==> src/rtl/kf_pkg.sv <==
// ----------------------------------------------------------------------------
// kf_pkg
// Shared types, constants, micro-op table and saturation helper for the
// two-state scalar-measurement Kalman filter.
// ----------------------------------------------------------------------------
package kf_pkg;

    localparam int FRAC_BITS = 16;
    localparam int DW        = 32;
    localparam int ACC_W     = 64 - FRAC_BITS + 2;
    localparam int DIV_W     = DW + FRAC_BITS + 1;
    localparam int CNT_W     = $clog2(DIV_W + 1);
    localparam int SEL_W     = 6;
    localparam int PC_W      = 5;

    localparam logic signed [DW-1:0] ONE      = DW'(64'sd1 <<< FRAC_BITS);
    localparam logic signed [DW-1:0] INIT_RST = DW'(64'sd100 <<< FRAC_BITS);

    // configuration register indexes
    localparam logic [2:0] CFG_F00  = 3'd0;
    localparam logic [2:0] CFG_F01  = 3'd1;
    localparam logic [2:0] CFG_F10  = 3'd2;
    localparam logic [2:0] CFG_F11  = 3'd3;
    localparam logic [2:0] CFG_H0   = 3'd4;
    localparam logic [2:0] CFG_H1   = 3'd5;
    localparam logic [2:0] CFG_R    = 3'd6;
    localparam logic [2:0] CFG_INIT = 3'd7;

    // operand selects
    localparam logic [SEL_W-1:0] S_F00  = 6'd0;
    localparam logic [SEL_W-1:0] S_F01  = 6'd1;
    localparam logic [SEL_W-1:0] S_F10  = 6'd2;
    localparam logic [SEL_W-1:0] S_F11  = 6'd3;
    localparam logic [SEL_W-1:0] S_H0   = 6'd4;
    localparam logic [SEL_W-1:0] S_H1   = 6'd5;
    localparam logic [SEL_W-1:0] S_R    = 6'd6;
    localparam logic [SEL_W-1:0] S_Z    = 6'd7;
    localparam logic [SEL_W-1:0] S_X0   = 6'd8;
    localparam logic [SEL_W-1:0] S_X1   = 6'd9;
    localparam logic [SEL_W-1:0] S_P0   = 6'd10;
    localparam logic [SEL_W-1:0] S_P1   = 6'd11;
    localparam logic [SEL_W-1:0] S_P2   = 6'd12;
    localparam logic [SEL_W-1:0] S_P3   = 6'd13;
    localparam logic [SEL_W-1:0] S_XP0  = 6'd14;
    localparam logic [SEL_W-1:0] S_XP1  = 6'd15;
    localparam logic [SEL_W-1:0] S_A0   = 6'd16;
    localparam logic [SEL_W-1:0] S_A1   = 6'd17;
    localparam logic [SEL_W-1:0] S_A2   = 6'd18;
    localparam logic [SEL_W-1:0] S_A3   = 6'd19;
    localparam logic [SEL_W-1:0] S_PP0  = 6'd20;
    localparam logic [SEL_W-1:0] S_PP1  = 6'd21;
    localparam logic [SEL_W-1:0] S_PP2  = 6'd22;
    localparam logic [SEL_W-1:0] S_PP3  = 6'd23;
    localparam logic [SEL_W-1:0] S_HP0  = 6'd24;
    localparam logic [SEL_W-1:0] S_HP1  = 6'd25;
    localparam logic [SEL_W-1:0] S_C0   = 6'd26;
    localparam logic [SEL_W-1:0] S_C1   = 6'd27;
    localparam logic [SEL_W-1:0] S_S    = 6'd28;
    localparam logic [SEL_W-1:0] S_Y    = 6'd29;
    localparam logic [SEL_W-1:0] S_K0   = 6'd30;
    localparam logic [SEL_W-1:0] S_K1   = 6'd31;
    localparam logic [SEL_W-1:0] S_ZERO = 6'd32;

    // micro-op codes
    localparam logic [2:0] OP_DOT = 3'd0;
    localparam logic [2:0] OP_CHK = 3'd1;
    localparam logic [2:0] OP_DIV = 3'd2;
    localparam logic [2:0] OP_END = 3'd3;

    typedef struct packed {
        logic [2:0]       op;
        logic [SEL_W-1:0] a0;
        logic [SEL_W-1:0] b0;
        logic [SEL_W-1:0] a1;
        logic [SEL_W-1:0] b1;
        logic [SEL_W-1:0] e;
        logic [SEL_W-1:0] dst;
        logic             neg;
    } t_uop;

    typedef struct packed {
        logic             mul;
        logic             ld;
        logic             add;
        logic             wr;
        logic             neg;
        logic             div_start;
        logic             ld_z;
        logic             ld_out;
        logic             bad;
        logic [SEL_W-1:0] sa;
        logic [SEL_W-1:0] sb;
        logic [SEL_W-1:0] se;
        logic [SEL_W-1:0] dst;
    } t_cmd;

    typedef struct packed {
        logic s_bad;
        logic div_done;
    } t_stat;

    function automatic t_uop mk(input logic [2:0] op,
                                input logic [SEL_W-1:0] a0, input logic [SEL_W-1:0] b0,
                                input logic [SEL_W-1:0] a1, input logic [SEL_W-1:0] b1,
                                input logic [SEL_W-1:0] e, input logic [SEL_W-1:0] dst,
                                input logic neg);
        t_uop u;
        u.op = op; u.a0 = a0; u.b0 = b0; u.a1 = a1; u.b1 = b1;
        u.e = e; u.dst = dst; u.neg = neg;
        return u;
    endfunction

    // dst = sat(e +/- sat(a0*b0 + a1*b1))
    function automatic t_uop ucode(input logic [PC_W-1:0] pc);
        t_uop u;
        u = mk(OP_END, S_ZERO, S_ZERO, S_ZERO, S_ZERO, S_ZERO, S_ZERO, 1'b0);
        unique case (pc)
            5'd0:  u = mk(OP_DOT, S_F00, S_X0, S_F01, S_X1, S_ZERO, S_XP0, 1'b0);
            5'd1:  u = mk(OP_DOT, S_F10, S_X0, S_F11, S_X1, S_ZERO, S_XP1, 1'b0);
            5'd2:  u = mk(OP_DOT, S_F00, S_P0, S_F01, S_P2, S_ZERO, S_A0, 1'b0);
            5'd3:  u = mk(OP_DOT, S_F00, S_P1, S_F01, S_P3, S_ZERO, S_A1, 1'b0);
            5'd4:  u = mk(OP_DOT, S_F10, S_P0, S_F11, S_P2, S_ZERO, S_A2, 1'b0);
            5'd5:  u = mk(OP_DOT, S_F10, S_P1, S_F11, S_P3, S_ZERO, S_A3, 1'b0);
            5'd6:  u = mk(OP_DOT, S_A0, S_F00, S_A1, S_F01, S_ZERO, S_PP0, 1'b0);
            5'd7:  u = mk(OP_DOT, S_A0, S_F10, S_A1, S_F11, S_ZERO, S_PP1, 1'b0);
            5'd8:  u = mk(OP_DOT, S_A2, S_F00, S_A3, S_F01, S_ZERO, S_PP2, 1'b0);
            5'd9:  u = mk(OP_DOT, S_A2, S_F10, S_A3, S_F11, S_ZERO, S_PP3, 1'b0);
            5'd10: u = mk(OP_DOT, S_H0, S_PP0, S_H1, S_PP2, S_ZERO, S_HP0, 1'b0);
            5'd11: u = mk(OP_DOT, S_H0, S_PP1, S_H1, S_PP3, S_ZERO, S_HP1, 1'b0);
            5'd12: u = mk(OP_DOT, S_PP0, S_H0, S_PP1, S_H1, S_ZERO, S_C0, 1'b0);
            5'd13: u = mk(OP_DOT, S_PP2, S_H0, S_PP3, S_H1, S_ZERO, S_C1, 1'b0);
            5'd14: u = mk(OP_DOT, S_HP0, S_H0, S_HP1, S_H1, S_R, S_S, 1'b0);
            5'd15: u = mk(OP_DOT, S_H0, S_XP0, S_H1, S_XP1, S_Z, S_Y, 1'b1);
            5'd16: u = mk(OP_CHK, S_ZERO, S_ZERO, S_ZERO, S_ZERO, S_ZERO, S_ZERO, 1'b0);
            5'd17: u = mk(OP_DIV, S_C0, S_ZERO, S_ZERO, S_ZERO, S_ZERO, S_K0, 1'b0);
            5'd18: u = mk(OP_DIV, S_C1, S_ZERO, S_ZERO, S_ZERO, S_ZERO, S_K1, 1'b0);
            5'd19: u = mk(OP_DOT, S_K0, S_Y, S_ZERO, S_ZERO, S_XP0, S_X0, 1'b0);
            5'd20: u = mk(OP_DOT, S_K1, S_Y, S_ZERO, S_ZERO, S_XP1, S_X1, 1'b0);
            5'd21: u = mk(OP_DOT, S_K0, S_HP0, S_ZERO, S_ZERO, S_PP0, S_P0, 1'b1);
            5'd22: u = mk(OP_DOT, S_K0, S_HP1, S_ZERO, S_ZERO, S_PP1, S_P1, 1'b1);
            5'd23: u = mk(OP_DOT, S_K1, S_HP0, S_ZERO, S_ZERO, S_PP2, S_P2, 1'b1);
            5'd24: u = mk(OP_DOT, S_K1, S_HP1, S_ZERO, S_ZERO, S_PP3, S_P3, 1'b1);
            default: u = mk(OP_END, S_ZERO, S_ZERO, S_ZERO, S_ZERO, S_ZERO, S_ZERO, 1'b0);
        endcase
        return u;
    endfunction

    function automatic logic signed [DW-1:0] sat32(input logic signed [ACC_W-1:0] v);
        logic signed [ACC_W-1:0] hi;
        logic signed [ACC_W-1:0] lo;
        hi = ACC_W'(32'sh7FFF_FFFF);
        lo = ACC_W'($signed(32'h8000_0000));
        if (v > hi) begin
            return DW'(hi);
        end else if (v < lo) begin
            return DW'(lo);
        end
        return DW'(v);
    endfunction

endpackage

==> src/rtl/kf_ctrl.sv <==
// ----------------------------------------------------------------------------
// kf_ctrl
// Micro-op sequencer: steps the update program, drives the datapath and owns
// the input and output handshakes.
// ----------------------------------------------------------------------------
module kf_ctrl (
    input  logic          i_clk,
    input  logic          i_rst_n,
    input  logic          i_in_valid,
    output logic          o_in_ready,
    output logic          o_out_valid,
    input  logic          i_out_ready,
    input  kf_pkg::t_stat i_stat,
    output kf_pkg::t_cmd  o_cmd
);

    localparam logic [1:0] ST_IDLE = 2'd0;
    localparam logic [1:0] ST_RUN  = 2'd1;
    localparam logic [1:0] ST_DIVW = 2'd2;
    localparam logic [1:0] ST_OUT  = 2'd3;

    logic [1:0]              r_state, n_state;
    logic [kf_pkg::PC_W-1:0] r_pc, n_pc;
    logic [1:0]              r_ph, n_ph;
    logic                    r_bad, n_bad;
    logic                    r_out_valid, n_out_valid;
    kf_pkg::t_uop            w_u;
    logic                    w_out_free;

    assign w_u        = kf_pkg::ucode(r_pc);
    assign w_out_free = !r_out_valid || i_out_ready;

    always_comb begin
        n_state     = r_state;
        n_pc        = r_pc;
        n_ph        = r_ph;
        n_bad       = r_bad;
        n_out_valid = r_out_valid && !i_out_ready;
        o_cmd       = '0;
        o_cmd.sa    = w_u.a0;
        o_cmd.sb    = w_u.b0;
        o_cmd.se    = w_u.e;
        o_cmd.dst   = w_u.dst;
        o_cmd.neg   = w_u.neg;
        o_cmd.bad   = r_bad;
        unique case (r_state)
            ST_IDLE: begin
                if (i_in_valid) begin
                    o_cmd.ld_z = 1'b1;
                    n_pc       = '0;
                    n_ph       = '0;
                    n_bad      = 1'b0;
                    n_state    = ST_RUN;
                end
            end
            ST_RUN: begin
                unique case (w_u.op)
                    kf_pkg::OP_DOT: begin
                        unique case (r_ph)
                            2'd0: o_cmd.mul = 1'b1;
                            2'd1: begin
                                o_cmd.ld  = 1'b1;
                                o_cmd.mul = 1'b1;
                                o_cmd.sa  = w_u.a1;
                                o_cmd.sb  = w_u.b1;
                            end
                            2'd2: o_cmd.add = 1'b1;
                            default: begin
                                o_cmd.wr = 1'b1;
                                n_pc     = r_pc + 1'b1;
                            end
                        endcase
                        n_ph = r_ph + 1'b1;
                    end
                    kf_pkg::OP_CHK: begin
                        if (i_stat.s_bad) begin
                            n_bad   = 1'b1;
                            n_state = ST_OUT;
                        end else begin
                            n_pc = r_pc + 1'b1;
                        end
                    end
                    kf_pkg::OP_DIV: begin
                        o_cmd.div_start = 1'b1;
                        n_state         = ST_DIVW;
                    end
                    default: n_state = ST_OUT;
                endcase
            end
            ST_DIVW: begin
                if (i_stat.div_done) begin
                    n_pc    = r_pc + 1'b1;
                    n_state = ST_RUN;
                end
            end
            default: begin
                if (w_out_free) begin
                    o_cmd.ld_out = 1'b1;
                    n_out_valid  = 1'b1;
                    n_state      = ST_IDLE;
                end
            end
        endcase
    end

    always_ff @(posedge i_clk) begin
        if (!i_rst_n) begin
            r_state     <= ST_IDLE;
            r_pc        <= '0;
            r_ph        <= '0;
            r_bad       <= 1'b0;
            r_out_valid <= 1'b0;
        end else begin
            r_state     <= n_state;
            r_pc        <= n_pc;
            r_ph        <= n_ph;
            r_bad       <= n_bad;
            r_out_valid <= n_out_valid;
        end
    end

    assign o_in_ready  = (r_state == ST_IDLE);
    assign o_out_valid = r_out_valid;

endmodule

==> config.mk <==
export PLATFORM = sky130hd
export DESIGN_NAME = kf_ctrl
export DESIGN_NICKNAME = d
export VERILOG_FILES = /design/src/rtl/kf_pkg.sv /design/src/rtl/kf_ctrl.sv
export SDC_FILE = /design/constraint.sdc
export NUM_CORES = 1
export LEC_CHECK = 0
export ABC_CLOCK_PERIOD_IN_PS = 10100
export BUFFER_PORTS_ARGS = -buffer_cell sky130_fd_sc_hd__buf_2
export CORE_ASPECT_RATIO = 0.5
export CORE_MARGIN = 1.5
export CORE_UTILIZATION = 38
export CTS_BUF_LIST = sky130_fd_sc_hd__clkbuf_2 sky130_fd_sc_hd__clkbuf_4 sky130_fd_sc_hd__clkbuf_8
export CTS_CLUSTER_DIAMETER = 150
export DETAILED_ROUTE_END_ITERATION = 8
export PLACE_DENSITY = 0.55
export SLEW_MARGIN = 20
export SYNTH_ARGS = -nofsm -noshare
export SYNTH_HDL_FRONTEND = slang
export SYNTH_SLANG_ARGS = --single-unit
==> constraint.sdc <==
create_clock -name i_clk -period 10.1 [get_ports i_clk]
set_clock_uncertainty 0.15 [all_clocks]
set_input_delay 2.02 -clock i_clk [delete_from_list [all_inputs] [get_ports i_clk]]
set_output_delay 2.02 -clock i_clk [all_outputs]
set_load 0.02 [all_outputs]
* After elaboration in Yosys (flattened, before gate mapping)
Memory sizes are Yosys's and may differ from the RTL's. A register that Yosys moved wholly into a read port is not among the register bits. Cells that the tools add are included. W data, S select, Z words.
Storage, ports and cells: register bits 11, bits in latches 0, RAM bits 0, bits in read-only memories 1248, output and inout port bits 35, memories 1
Cells by class: $add $sub $neg 2, $mul 0, divide/modulo/power cells 0, order comparisons 0, equality and inequality tests 16, shifts and indexed selects 0, multiplexer cells 38, bitwise logic cells 0, reductions and logical operators 17
Memories:
- (name not given) | depth 32, bits a word 39, read ports 1, clocked after Yosys merged registers in 1, wr ports 0, line kf_pkg.sv:117 | unique case (pc)
Operator list (number):
- $mux W12 | 3
- $mux W5 | 6
- $mux W1 | 15
- $pmux W5 S3 | 1
- $mux W2 | 6
- $pmux W2 S3 | 2
- $pmux W5 S2 | 1
- $ne A3 B3 Y1 const B | 3
- $mux W4 | 2
- $ne A2 B2 Y1 const B | 4
- $reduce_and A6 Y1 | 1
- $reduce_or A3 Y1 | 2
- $add A5 B1 Y5 const B | 1
- $reduce_and A5 Y1 | 1
- $eq A2 B1 Y1 const B | 2
- $eq A2 B2 Y1 const B | 2
- $logic_not A2 Y1 | 2
- $ne A2 B1 Y1 const B | 2
- $pmux W2 S2 | 1
- $reduce_and A4 Y1 | 1
- $reduce_bool A4 Y1 | 1
- $eq A3 B1 Y1 const B | 1
- $eq A3 B2 Y1 const B | 1
- $logic_not A3 Y1 | 1
- other kinds (10) | 11

* Depth between registers and ports, before layout
depth after elaboration 7, depth in mapped cells 15

* Worst setup path after synthesis
No wires, ideal clock.
path type input -> register, start input port i_in_valid, end register w_u[8] (netlist name), arrival 4.466 ns, data required time 9.828 ns, path slack 5.362 ns, stages on the path 12, path buffers 2, cell sequence nor2b_4 -> or3_4 -> a21oi_1 -> mux2i_1 -> and2_1 -> clkbuf_1 -> inv_1 -> ha_1 -> clkbuf_1 -> mux2_2 -> a221oi_1 -> nor2_1
On the way: longest elaborated chain between the ends 4
RTL lines:
- start: declaration | line kf_ctrl.sv:9 | input logic i_in_valid,
- $ne A2 B2 Y1 (no line)
- $reduce_and A6 Y1 (no line)
- $mux W5 (no line) (2 in series)
No other way between the ends. A chain may end at the register's enable or synchronous reset.

==> results.md <==
- Cell Area, Synth: 2670 µm²
- Number of nets with antenna violations after routing: 0
- Site Rows: 21
- Largest net degree at the start of global routing: 24
- Core area: 6750 µm²
- Full die area: 7570 µm²
- Postcts setup bufs: 0
- Clk pin slew, worst setup/hold paths: 0.10 ns
- Fin crit share: 0.530
- CTS resizes: 0
- Share of cells above drive strength 1: 0.238
- Hold EP: r_state[0]$_SDFFE_PN0P_
- TritonCTS Buffers: 5
- Initial antenna violation count: 0
- First-pass GRT wire length: 9940 µm
- Post-synth top area cell: dfxtp_1
- Ports: 41
- Wire length on met1: 2900 µm
- Min Tclk post-route: 5.35 ns
- Die Y: 62.3 µm
- Worst skew pair latency: 0.32 ns
- DR WL/cell: 14.3 µm
- Crit end category: output port
- Highest routed layer: met4
- Leak Pwr: 0.00128 µW
- Max-slew violations: 0
- Root Driver: clkbuf_8
- Area grow syn2layout: 8.52%
- Total track usage: 0.167
- Port Buffer Count: 40
- Post-synthesis async set-or-reset flop share: 0
- Routed wl met3: 315 µm
- Initial Utilization: 0.396
- Fillers: 693
- NumNets Final: 346
- Synth Warn #: 0
- CTS tree: yes
- Maximum resistive drop on vdd: 0.0000511 V
- Setup-failing EPs final: 0
- Number of synthesized flops with an enable pin: 0
- Post-synth top cells: 47 x dfxtp_1, 26 x nor2_1, 22 x a21oi_1
- Layout Cells excl Fill: 412
- Post-place setup slack: 4.92 ns
- Worst-path maximum fanout: 13
- FF+latch count, synth: 47
- WP data required: 7.93 ns
- Via/cell ratio: 5.35
- Final core occ: 0.429
- Slew @ Worst Pin: 0.901 ns
- RSZ-0062 raised after global routing: false
- Hold depth: 2
- Clock net sink count: 47
- Max frequency: 187 MHz
- Vias: 2,203
- Relative slew slack: 0.399
- Worst Path Arrival: 3.18 ns
- Initial DRC count: 164
- Final wirelength: 5890 µm
- R2R cell count: 12
- H-tree depth: 2
- Post-synth top flop: dfxtp_1
- # DRC: 0
- Setup TNS: 0 ns
- Yosys cell types: 55
- MaxCap Viol Count: 0
- Startpoint types: register
- Type of the tightest min-delay check: reg -> reg
- Final HPWL DP: 4210 µm
- Routability congestion estimate: 0.892
- CTS max path bufs: 2
- Reg2reg end: w_u[8]$_DFF_P_
- Drt first pass iters: 4
- WS Path Type: reg -> out
- Synth area leaders: dfxtp_1 35%, ha_1 9.8%, mux2_2 5.9%
- Post-CTS Hold Buffers: 0
- Syn nets: 328
- Most common cell in the netlist: dfxtp_1
- Reg-to-reg startpoint: r_state[0]$_SDFFE_PN0P_
- Final WS setup: 4.75 ns
- Placed cells: 404
- Fin. Hold Viols: 0
- Status: finished, final reports clean
- Worst hold start: r_state[0]$_SDFFE_PN0P_
- Post-Synthesis Cells: 301
- ANT cells: 0
- Seq/Total Area, Yosys: 0.352
- Overflow after GRT: 0
- Vias in the first global route: 2,116
- Total power per unit cell area: 185 nW/µm²
- Die width: 122 µm
- R2R Setup Slk: 6.13 ns
- Syn avg cell area: 8.87 µm²
- WL met2: 2590 µm
- Synth top area share: 0.352
[routing by layer]
metal / up-vias / GRT usage
li1: 1085 / -
met1: 1050 / 0.223
met2: 60 / 0.266
met3: 8 / 0.0395
met4: 0 / 0.0515
met5: - / 0
[report_power, final]
| group | leakage, µW | switching (µW) | internal [µW] |
|---|---|---|---|
| logic | 0.000858 | 124 | 78.4 |
| clock network | 0.0000467 | 73.1 | 51.4 |
| registers | 0.000380 | 9.76 | 199 |
| total | 0.00128 | 206 | 329 |
[through the flow]
step	power, µW	hold slack [ns]	area [µm²]
3_5_place_dp	415	0.370	2800
5_1_grt	573	0.415	2900
6_report	536	0.387	2900
2_1_floorplan	371	0.336	2670
3_3_place_gp	409	0.349	2800
4_1_cts	541	0.385	2900
[logic make-up (layout without fill, tap and decap cells)]
group,count (synthesis),after routing,synth area share
mux,17,17,0.0703
buf+inv,49,68,0.0984
compound gates,75,75,0.198
fa+ha+maj,21,21,0.0984
xor+xnor,4,4,0.0131
simple gates,88,88,0.170
flops,47,47,0.352
[layout by cell type (no fill, tap or decap), types with 2 or more instances in the layout]
cell,n
dfxtp_1,47
buf_2,40
nor2_1,26
a21oi_1,22
ha_1,21
inv_1,16
mux2_2,14
nand2_1,12
nand3_1,10
and2_1,9
o21ai_0,9
nor3_1,6
a211oi_1,6
nand2b_1,5
and3_1,5
clkbuf_8,5
a22oi_1,4
xnor2_1,4
nor2b_1,3
mux2i_1,3
inv_2,3
o21ai_1,3
o31ai_1,3
a21o_1,2
nor4_1,2
nor2_2,2
a221o_1,2
a211oi_2,2
or3_1,2
o21a_1,2
a221oi_1,2
o211ai_1,2
o2bb2ai_1,2
[worst max-delay path by stage]
stage / startpoint / end / slack, ns / cells after the start
after global placement: i_in_valid / w_u[8]$_DFF_P_ / 4.96 / 11
final: r_state[1]$_SDFFE_PN0P_ / o_cmd[20] / 4.75 / 7
after CTS: r_state[1]$_SDFFE_PN0P_ / o_cmd[20] / 4.69 / 7
after detailed placement: i_in_valid / w_u[8]$_DFF_P_ / 4.92 / 11
after global routing: r_state[1]$_SDFFE_PN0P_ / o_cmd[20] / 4.43 / 7
after floorplan: i_in_valid / w_u[8]$_DFF_P_ / 5.36 / 12
[final cells by class]
class / instances / area (µm²) / area share
flip-flops and latches: 47 / 941 / 0.325
well taps: 92 / 115 / 0.0397
inverters: 19 / 71.3 / 0.0246
clock buffers: 5 / 68.8 / 0.0237
repair buffers: 41 / 208 / 0.0716
clock inverters: 3 / 27.5 / 0.00950
multi-input cells: 205 / 1470 / 0.506
[state kept, by name, summed over array words and instances (netlist names)]
signal and cells:
r_bad 1, r_pc 5, r_state 2, o_out_valid 1, r_ph 2, w_u 36
[worst max-delay path, stage by stage, from the launching register on]
cell and delay, ns:
dfxtp_1 0.35, inv_1 0.11, ha_1 0.38, inv_1 0.16, nor3_1 0.48, and2_0 0.79
mux2_2 0.42, buf_2 0.16
No activity file was read; power rests on OpenSTA's default activity.
